File: config.mk
export PLATFORM = sky130hd
export DESIGN_NAME = erfa_div_cell
export DESIGN_NICKNAME = d
export VERILOG_FILES = /design/src/rtl/erfa_pkg.sv /design/src/rtl/erfa_div_cell.sv
export SDC_FILE = /design/constraint.sdc
export NUM_CORES = 1
export LEC_CHECK = 0
export ABC_AREA = 1
export BUFFER_PORTS_ARGS = -buffer_cell sky130_fd_sc_hd__buf_2
export CAP_MARGIN = 0
export CORE_UTILIZATION = 40
export CTS_CLUSTER_DIAMETER = 40
export DETAILED_ROUTE_END_ITERATION = 12
export PLACE_DENSITY = 0.77
export SETUP_SLACK_MARGIN = 0.02
export SLEW_MARGIN = 20
export SYNTH_ARGS = -nofsm -noshare
export SYNTH_HDL_FRONTEND = slang
export SYNTH_SLANG_ARGS = --single-unit
File: constraint.sdc
create_clock -name i_clk -period 8.1 [get_ports i_clk]
set_input_delay 2.43 -clock i_clk [delete_from_list [all_inputs] [get_ports i_clk]]
set_output_delay 2.43 -clock i_clk [all_outputs]
set_load 0.05 [all_outputs]
File: src/rtl/erfa_pkg.sv
// shared constants, types and elaboration-time coefficient functions for the erf unit
`timescale 1ns / 1ps
package erfa_pkg;

    typedef logic [63:0]  t_q62;
    typedef logic [127:0] t_wide;

    localparam int DEN_W      = 51;
    localparam int QUO_W      = 63;
    localparam int B_W        = 29;
    localparam int N_W        = 5;
    localparam int DIV_STEPS  = 62;
    localparam int POLY_CELLS = 5;
    localparam int EXP_TERMS  = 22;
    localparam int POW_CELLS  = 16;

    localparam logic [31:0]      FOUR_Q26 = 32'h1000_0000;
    localparam logic [31:0]      ONE_Q30  = 32'h4000_0000;
    localparam t_q62             ONE_Q62  = 64'h4000_0000_0000_0000;
    localparam t_q62             HALF_Q31 = 64'h0000_0000_8000_0000;
    localparam t_wide            RND_Q62  = 128'd1 << 61;
    localparam logic [DEN_W-1:0] DEN_N    = 51'd671088640000000;
    localparam logic [21:0]      P_NUM    = 22'd3275911;
    localparam t_q62             COEF_DEN = 64'd1000000000;

    function automatic t_wide f_udiv(input t_wide num, input t_wide den);
        t_wide q;
        t_wide r;
        q = '0;
        r = '0;
        for (int i = 127; i >= 0; i--) begin
            r = {r[126:0], num[i]};
            if (r >= den) begin
                r    = r - den;
                q[i] = 1'b1;
            end
        end
        return q;
    endfunction

    function automatic t_q62 f_mul_q62(input t_q62 a, input t_q62 b);
        t_wide p;
        p = {64'd0, a} * {64'd0, b};
        p = p + RND_Q62;
        return p[125:62];
    endfunction

    function automatic t_q62 f_ratio(input t_q62 num, input t_q62 den);
        t_wide nn;
        t_wide dd;
        t_wide q;
        t_wide rem;
        nn  = {64'd0, num} << 62;
        dd  = {64'd0, den};
        q   = f_udiv(nn, dd);
        rem = nn - q * dd;
        if (rem >= dd - rem) begin
            q = q + 128'd1;
        end
        return q[63:0];
    endfunction

    function automatic t_q62 f_exp_neg(input t_q62 v);
        t_q62  term;
        t_q62  sum;
        t_wide tmp;
        term = ONE_Q62;
        sum  = ONE_Q62;
        for (int k = 1; k <= EXP_TERMS; k++) begin
            term = f_mul_q62(term, v);
            tmp  = f_udiv({64'd0, term} + 128'(k >> 1), 128'(k));
            term = tmp[63:0];
            if ((k & 1) != 0) begin
                sum = sum - term;
            end else begin
                sum = sum + term;
            end
        end
        if (sum[63]) begin
            sum = '0;
        end
        return sum;
    endfunction

    localparam t_q62 A1 = f_ratio(64'd254829592, COEF_DEN);
    localparam t_q62 A2 = f_ratio(64'd284496736, COEF_DEN);
    localparam t_q62 A3 = f_ratio(64'd1421413741, COEF_DEN);
    localparam t_q62 A4 = f_ratio(64'd1453152027, COEF_DEN);
    localparam t_q62 A5 = f_ratio(64'd1061405429, COEF_DEN);
    localparam t_q62 E1 = f_exp_neg(ONE_Q62);

endpackage

File: src/rtl/erfa_div_cell.sv
// one restoring step of the reciprocal divider
`timescale 1ns / 1ps
module erfa_div_cell import erfa_pkg::*; #(
    parameter int SW = 1
) (
    input  logic             i_clk,
    input  logic             i_rst_n,
    input  logic             i_en,
    input  logic             i_vld,
    input  logic [DEN_W-1:0] i_r,
    input  logic [QUO_W-1:0] i_q,
    input  logic [DEN_W-1:0] i_den,
    input  logic [SW-1:0]    i_side,
    output logic             o_vld,
    output logic [DEN_W-1:0] o_r,
    output logic [QUO_W-1:0] o_q,
    output logic [DEN_W-1:0] o_den,
    output logic [SW-1:0]    o_side
);

    logic             r_vld;
    logic [DEN_W-1:0] r_r;
    logic [QUO_W-1:0] r_q;
    logic [DEN_W-1:0] r_den;
    logic [SW-1:0]    r_side;
    logic [DEN_W:0]   r2;
    logic [DEN_W:0]   diff;
    logic             ge;
    logic [DEN_W-1:0] n_r;
    logic [QUO_W-1:0] n_q;

    always_comb begin
        r2   = {i_r, 1'b0};
        ge   = r2 >= {1'b0, i_den};
        diff = r2 - {1'b0, i_den};
        n_r  = ge ? diff[DEN_W-1:0] : r2[DEN_W-1:0];
        n_q  = {i_q[QUO_W-2:0], ge};
    end

    always_ff @(posedge i_clk) begin
        if (!i_rst_n) begin
            r_vld <= 1'b0;
        end else if (i_en) begin
            r_vld <= i_vld;
        end
    end

    always_ff @(posedge i_clk) begin
        if (i_en) begin
            r_r    <= n_r;
            r_q    <= n_q;
            r_den  <= i_den;
            r_side <= i_side;
        end
    end

    assign o_vld  = r_vld;
    assign o_r    = r_r;
    assign o_q    = r_q;
    assign o_den  = r_den;
    assign o_side = r_side;

endmodule

==> impl_metrics.py, run 1 <==
metrics = {
    "clock_network": {
        "clk_latency_ns": 0.44,
        "clk_pin_slew_ns": 0.08,
        "root_buffer": "clkbuf_16",
        "post_cts_resized": 0,
        "max-clock-path-buffers": 2,
        "cts_tree": "built",
        "cts_max_level": 4,
        "hold_buffers": 0,
        "cts_post_setup_buffers_inserted": 0,
        "cts_sinks": 167,
        "numCtsBuffers": 17,
    },
    "yosys": {
        "synth.cell_area_um2": 10600,
        "synth_common_cells": "nand2_1, inv_1, edfxtp_1",
        "async_flop_share_pct": 0,
        "seq_area_frac_synth_pct": 47.3,
        "netlist_instances": 1334,
        "yosys_most_used_dff": "edfxtp_1",
        "ys_seq_elements": 167,
        "netlist.area_leader.share_pct": 47.1,
        "syn_area_per_cell_um2": 7.93,
        "synth_most_common_cell": "nand2_1",
        "yosysWarningCount": 0,
        "synth_edf_count": 166,
        "syn_nets": 1556,
        "synth_top_cell_by_area": "edfxtp_1",
        "synth.distinct_cells": 36,
        "ys_top_cells_by_area": "edfxtp_1, nand2_1, inv_1",
    },
    "setup_path": {
        "critPathArrivalTime_ns": 5.49,
        "cpMostUsedCell": "nand3_1",
        "critical-path-max-stage-delay_ns": 0.75,
        "crit_cells": 11,
        "crit_chain": "buf_2 > inv_1 > fa_1 > nand2_1 > nand3_1 > and2_1 > nand3_1 > nand3b_2 > nand2_4 > nand3_4 > o21ai_0",
        "start_kind": "input port",
        "critPathCaptureType": "register",
        "r2r_cells": 2,
        "cp.required_ns": 8.33,
        "cp_slowest_cell": "nand3_4",
        "crit_path_max_fanout": 78,
        "crit_type": "in -> reg",
        "worst-path-buf-inv": 2,
        "cp_top_family": "simple AND/OR/NAND/NOR gates",
    },
    "placed_design": {
        "gp_congestion": 0.892,
        "hpwlAfterDp_um": 26000,
        "dp.cells": 1992,
        "dpl_cell_area_um2": 12600,
        "dp_slack_ns": 2.42,
        "io_buffers": 335,
    },
    "route": {
        "num_vias": 9521,
        "drt.antenna.violating_nets": 0,
        "wl_um": 32300,
        "drt-initial-drc-count": 548,
        "viasPerCell": 4.70,
        "drc": 0,
        "firstDrtPassIters": 7,
        "avgRoutedWirePerCell_um": 16.0,
    },
    "floorplanning": {
        "rows": 59,
        "start_util_pct": 40.7,
        "die_x_um": 165,
        "die_y_um": 165,
        "dieArea_um2": 27100,
        "coreArea_um2": 26000,
        "io_pins": 337,
    },
    "global_routing": {
        "overflow": 0,
        "grt_use_total_pct": 23.7,
        "grt_max_degree": 103,
        "first_global_vias": 9104,
        "grt_pass1_wl_um": 47900,
        "antenna_found_initial": 2,
    },
    "sta": {
        "worst_pin_slew_ns": 0.975,
        "rsz0062_at_grt": "false",
        "slew_headroom_pct": 35.0,
        "slew_viol_final": 0,
        "setup_tns_ns": 0,
        "fmax_mhz": 190,
        "finalSetupViolCount": 0,
        "fin_crit_ns": 5.26,
        "setup_ws_ns": 2.84,
        "hold_viol_final": 0,
        "skew_ns": 0,
        "fin_crit_sh_pct": 65.0,
    },
    "power": {
        "p_switching_w": 0.00109,
        "swShare_pct": 39.1,
        "p_clk_share_pct": 30.3,
        "combPwrFrac_pct": 30.9,
        "p_leak_nw": 7.08,
        "power_density_nw_per_um2": 210,
        "p_seq_share_pct": 38.9,
        "fin_total_pwr_w": 0.00278,
        "vdd_ir_drop_max_mv": 0.130,
        "p_int_w": 0.00169,
    },
    "layout": {
        "fin_area_um2": 13200,
        "finalNonFillerCells": 2025,
        "area_growth_pct": 24.9,
        "final_nets": 1898,
        "fill_cells": 2580,
        "layout-drive-gt1-share_pct": 24.5,
    },
    "outcome": {
        "status": "finished clean",
    },
    "min_path": {
        "worstHoldPathCells": 2,
        "min_path_type": "reg -> reg",
    },
    "flow_run": {
        "drv_cap": 0,
    },
}
==> path summary, 6_finish.rpt <==
path / end / start / slack, ns
setup / recovery: o_r[10]$_DFFE_PP_ / i_den[0] / 2.84
hold / removal: o_vld$_SDFFE_PN0P_ / o_vld$_SDFFE_PN0P_ / 0.58
setup reg to reg: o_vld$_SDFFE_PN0P_ / o_vld$_SDFFE_PN0P_ / 7.40
hold reg to reg: o_vld$_SDFFE_PN0P_ / o_vld$_SDFFE_PN0P_ / 0.58
==> state kept, by name, indices dropped and copies added, names as in the netlist <==
| signal | count |
|---|---|
| o_den | 51 |
| o_r | 51 |
| o_q | 63 |
| o_side | 1 |
| o_vld | 1 |
==> layout make-up <==
| cell class | count | area, um^2 | share of cell area [%] |
|---|---|---|---|
| Multi-Input combinational cell | 844 | 4330 | 32.8 |
| Sequential cell | 167 | 5000 | 37.9 |
| Antenna cell | 1 | 2.50 | 0.0189 |
| Timing Repair Buffer | 337 | 1700 | 12.8 |
| Clock buffer | 17 | 425 | 3.22 |
| Inverter | 309 | 1160 | 8.78 |
| Clock inverter | 15 | 175 | 1.33 |
| Tap cell | 335 | 419 | 3.17 |
==> routing by layer <==
layer / global-route usage [%] / up-vias / wire length [um]
met3: 3.94 / 21 / 1830
met4: 5.75 / 2 / 325
met1: 29.4 / 4361 / 14200
li1: - / 4851 / -
met2: 42.3 / 286 / 15900
met5: 0 / - / 13
==> power groups by stage <==
stage | combinational [W] | clock (W) | sequential (W)
4_1_cts | 0.000859 | 0.000862 | 0.00108
2_1_floorplan | 0.000300 | 0 | 0.00141
6_report | 0.000856 | 0.000841 | 0.00108
3_5_place_dp | 0.000856 | 0 | 0.00110
3_3_place_gp | 0.000849 | 0 | 0.00110
5_1_grt | 0.000928 | 0.000888 | 0.00109
==> logic make-up after synthesis <==
family / count (synthesis) / share of synthesized area (%)
AND/OR/NAND/NOR: 693 / 28.7
buffers and inverters: 323 / 11.8
flip-flops: 167 / 47.3
AO/OA/AOI/OAI: 70 / 3.63
adder cells (fa/ha/maj): 52 / 6.22
XOR/XNOR: 29 / 2.40
==> per-stage QoR <==
step	util, %	hold slack [ns]
6_report	50.9	0.582
5_1_grt	50.9	0.608
4_1_cts	50.8	0.585
3_5_place_dp	48.5	0.565
3_3_place_gp	48.5	0.522
2_1_floorplan	-	0.753
==> cell usage in the layout (no fill, tap or decap), types with 2 or more instances in the layout <==
cell,Yosys,routed
nand2_1,471,471
buf_2,3,334
inv_1,301,301
edfxtp_1,166,166
nor2_1,78,78
ha_1,51,51
nand3_1,47,47
nand4_1,32,32
a21oi_1,31,31
o21ai_0,29,29
xor2_1,29,29
clkbuf_16,0,17
nand3b_1,16,16
nand3_2,10,10
nor2_2,9,9
nor3_1,9,9
inv_2,8,8
o21bai_1,8,8
clkinv_8,0,5
nand2_2,4,4
and2_1,4,4
inv_8,0,4
inv_6,0,4
nor2_4,3,3
nor3_4,3,3
buf_4,0,2
==> tightest hold or removal path, cell delays in order (launching register included) <==
cell     delay [ns]
dfxtp_1        0.32
o21ai_0        0.17
a21oi_1        0.05
(Power assumes the default switching activity.)
==> run 2, diff against run 1 <==
Clock period 8.1 ns to 5.3 ns, I/O delays scaled along.
==> run 2 against run 1 <==
Non-clock buffer count up 6. Sequential power up 53%. First-iteration DRC count up 2.7%. Count of clock-buffer cells in the layout up 2. Critical path type unchanged.
==> impl_metrics.py, run 2 (same netlist as run 1, synthesis figures left out) <==
metrics = {
    "route": {
        "drt-initial-drc-count": 563,
        "firstDrtPassIters": 6,
        "avgRoutedWirePerCell_um": 15.8,
        "drt.antenna.violating_nets": 0,
        "num_vias": 9437,
        "viasPerCell": 4.65,
        "drc": 0,
        "wl_um": 32200,
    },
    "min_path": {
        "hold_start": "o_vld$_SDFFE_PN0P_",
        "min_path_type": "reg -> reg",
        "worstHoldPathCells": 2,
        "worstHoldEndpoint": "o_vld$_SDFFE_PN0P_",
    },
    "global_routing": {
        "grt_max_degree": 94,
        "first_global_vias": 9018,
        "antenna_found_initial": 0,
        "grt_pass1_wl_um": 47600,
        "overflow": 0,
        "grt_use_total_pct": 23.5,
    },
    "placed_design": {
        "hpwlAfterDp_um": 26200,
        "io_buffers": 335,
        "gp_congestion": 0.914,
        "dp_slack_ns": 1.23,
    },
    "clock_network": {
        "hold_buffers": 0,
        "cts_tree": "built",
        "cts_sinks": 167,
        "clk_pin_slew_ns": 0.07,
        "cts_max_level": 4,
        "clk_latency_ns": 0.43,
        "max-clock-path-buffers": 2,
        "cts_post_setup_buffers_inserted": 0,
        "root_buffer": "clkbuf_16",
        "numCtsBuffers": 17,
        "post_cts_resized": 0,
    },
    "sta": {
        "skew_ns": 0,
        "rsz0062_at_grt": "false",
        "slew_headroom_pct": 45.0,
        "setup_ws_ns": 1.67,
        "setup_tns_ns": 0,
        "finalSetupViolCount": 0,
        "fin_crit_ns": 3.63,
        "whs_ns": 0.581,
        "worst_pin_slew_ns": 0.825,
        "slew_viol_final": 0,
        "hold_viol_final": 0,
        "fmax_mhz": 276,
        "fin_crit_sh_pct": 68.4,
    },
    "setup_path": {
        "crit_path_max_fanout": 19,
        "crit_chain": "buf_2 > inv_1 > fa_1 > nand2_1 > nand3_1 > and2_1 > nand3_1 > nand3b_2 > nand2_4 > nand3_4 > buf_4 > nand3_1 > nand2_1",
        "cp.required_ns": 5.49,
        "reg2reg_from": "o_vld$_SDFFE_PN0P_",
        "crit_type": "in -> reg",
        "critPathArrivalTime_ns": 3.81,
        "cp_slowest_cell": "fa_1",
        "reg2reg_slack_ns": 4.61,
        "start_kind": "input port",
        "critPathCaptureType": "register",
        "critical-path-max-stage-delay_ns": 0.50,
        "r2r_cells": 2,
        "worst-path-buf-inv": 3,
        "cp_top_family": "simple AND/OR/NAND/NOR gates",
        "reg2reg_to": "o_vld$_SDFFE_PN0P_",
        "cpMostUsedCell": "nand3_1",
    },
    "power": {
        "p_leak_nw": 7.12,
        "vdd_ir_drop_max_mv": 0.195,
        "power_density_nw_per_um2": 325,
        "swShare_pct": 37.4,
        "p_int_w": 0.00271,
        "fin_total_pwr_w": 0.00433,
        "p_seq_share_pct": 38.1,
        "p_switching_w": 0.00162,
        "combPwrFrac_pct": 30.3,
        "p_clk_share_pct": 31.6,
    },
    "layout": {
        "final_nets": 1904,
        "area_growth_pct": 25.7,
        "final_common_cell": "nand2_1",
        "largest_reg_flops": 63,
        "layout-drive-gt1-share_pct": 24.6,
        "fill_cells": 2595,
        "final_cell_mix": "nand2_1, buf_2, inv_1",
        "n_antenna_cell": 0,
    },
    "floorplanning": {
        "io_pins": 337,
        "start_util_pct": 40.7,
        "rows": 59,
        "coreArea_um2": 26000,
        "dieArea_um2": 27100,
        "die_x_um": 165,
        "die_y_um": 165,
    },
    "outcome": {
        "status": "finished clean",
    },
    "flow_run": {
        "drv_cap": 0,
    },
}
-- run 2: worst register-to-register path, stage by stage, from the launching register on --
cell and delay (ns):
dfxtp_1 0.32, o21ai_0 0.17, a21oi_1 0.06
-- run 2: per-stage QoR --
stage / instances / util, % / area, um^2
finish: 2030 / 51.2 / 13300
global route: 2030 / 51.2 / 13300
CTS: 2030 / 51.2 / 13300
detailed placement: 1998 / 48.8 / 12700
global placement: 1998 / 48.8 / 12700
floorplan: 1334 / - / 10600
-- run 2: worst max path at each step --
stage          startpoint  cells past startpoint  slack (ns)           endpoint
4_1_cts          i_den[0]                     13        1.68  o_r[47]$_DFFE_PP_
3_5_place_dp     i_den[0]                     13        1.23  o_r[47]$_DFFE_PP_
6_report         i_den[0]                     13        1.67  o_r[47]$_DFFE_PP_
5_1_grt          i_den[0]                     13        1.52   o_r[1]$_DFFE_PP_
2_1_floorplan    i_den[0]                     13        1.83  o_r[42]$_DFFE_PP_
3_3_place_gp     i_den[0]                     13        1.25  o_r[47]$_DFFE_PP_
-- run 2: layout make-up --
cell class | count | area (um^2) | area share (%)
clock buffer | 19 | 433 | 3.26
clock inverter | 13 | 191 | 1.44
inverter | 309 | 1160 | 8.72
multi-input combinational | 844 | 4330 | 32.6
sequential | 167 | 5000 | 37.6
tap | 335 | 419 | 3.15
timing repair buffer | 343 | 1760 | 13.2
-- run 2: metal layers --
layer  GRT usage (%)  share of wire, %
met1            30.4                45
met2            41.1                48
met3            3.47               5.1
met4            5.34               1.3
met5               0                 0
-- run 2: power groups by stage --
stage / registers, W / logic (W) / clock network (W)
6_report: 0.00165 / 0.00131 / 0.00137
3_5_place_dp: 0.00168 / 0.00131 / 0
2_1_floorplan: 0.00215 / 0.000458 / 0
5_1_grt: 0.00166 / 0.00142 / 0.00144
3_3_place_gp: 0.00168 / 0.00130 / 0
4_1_cts: 0.00165 / 0.00132 / 0.00140
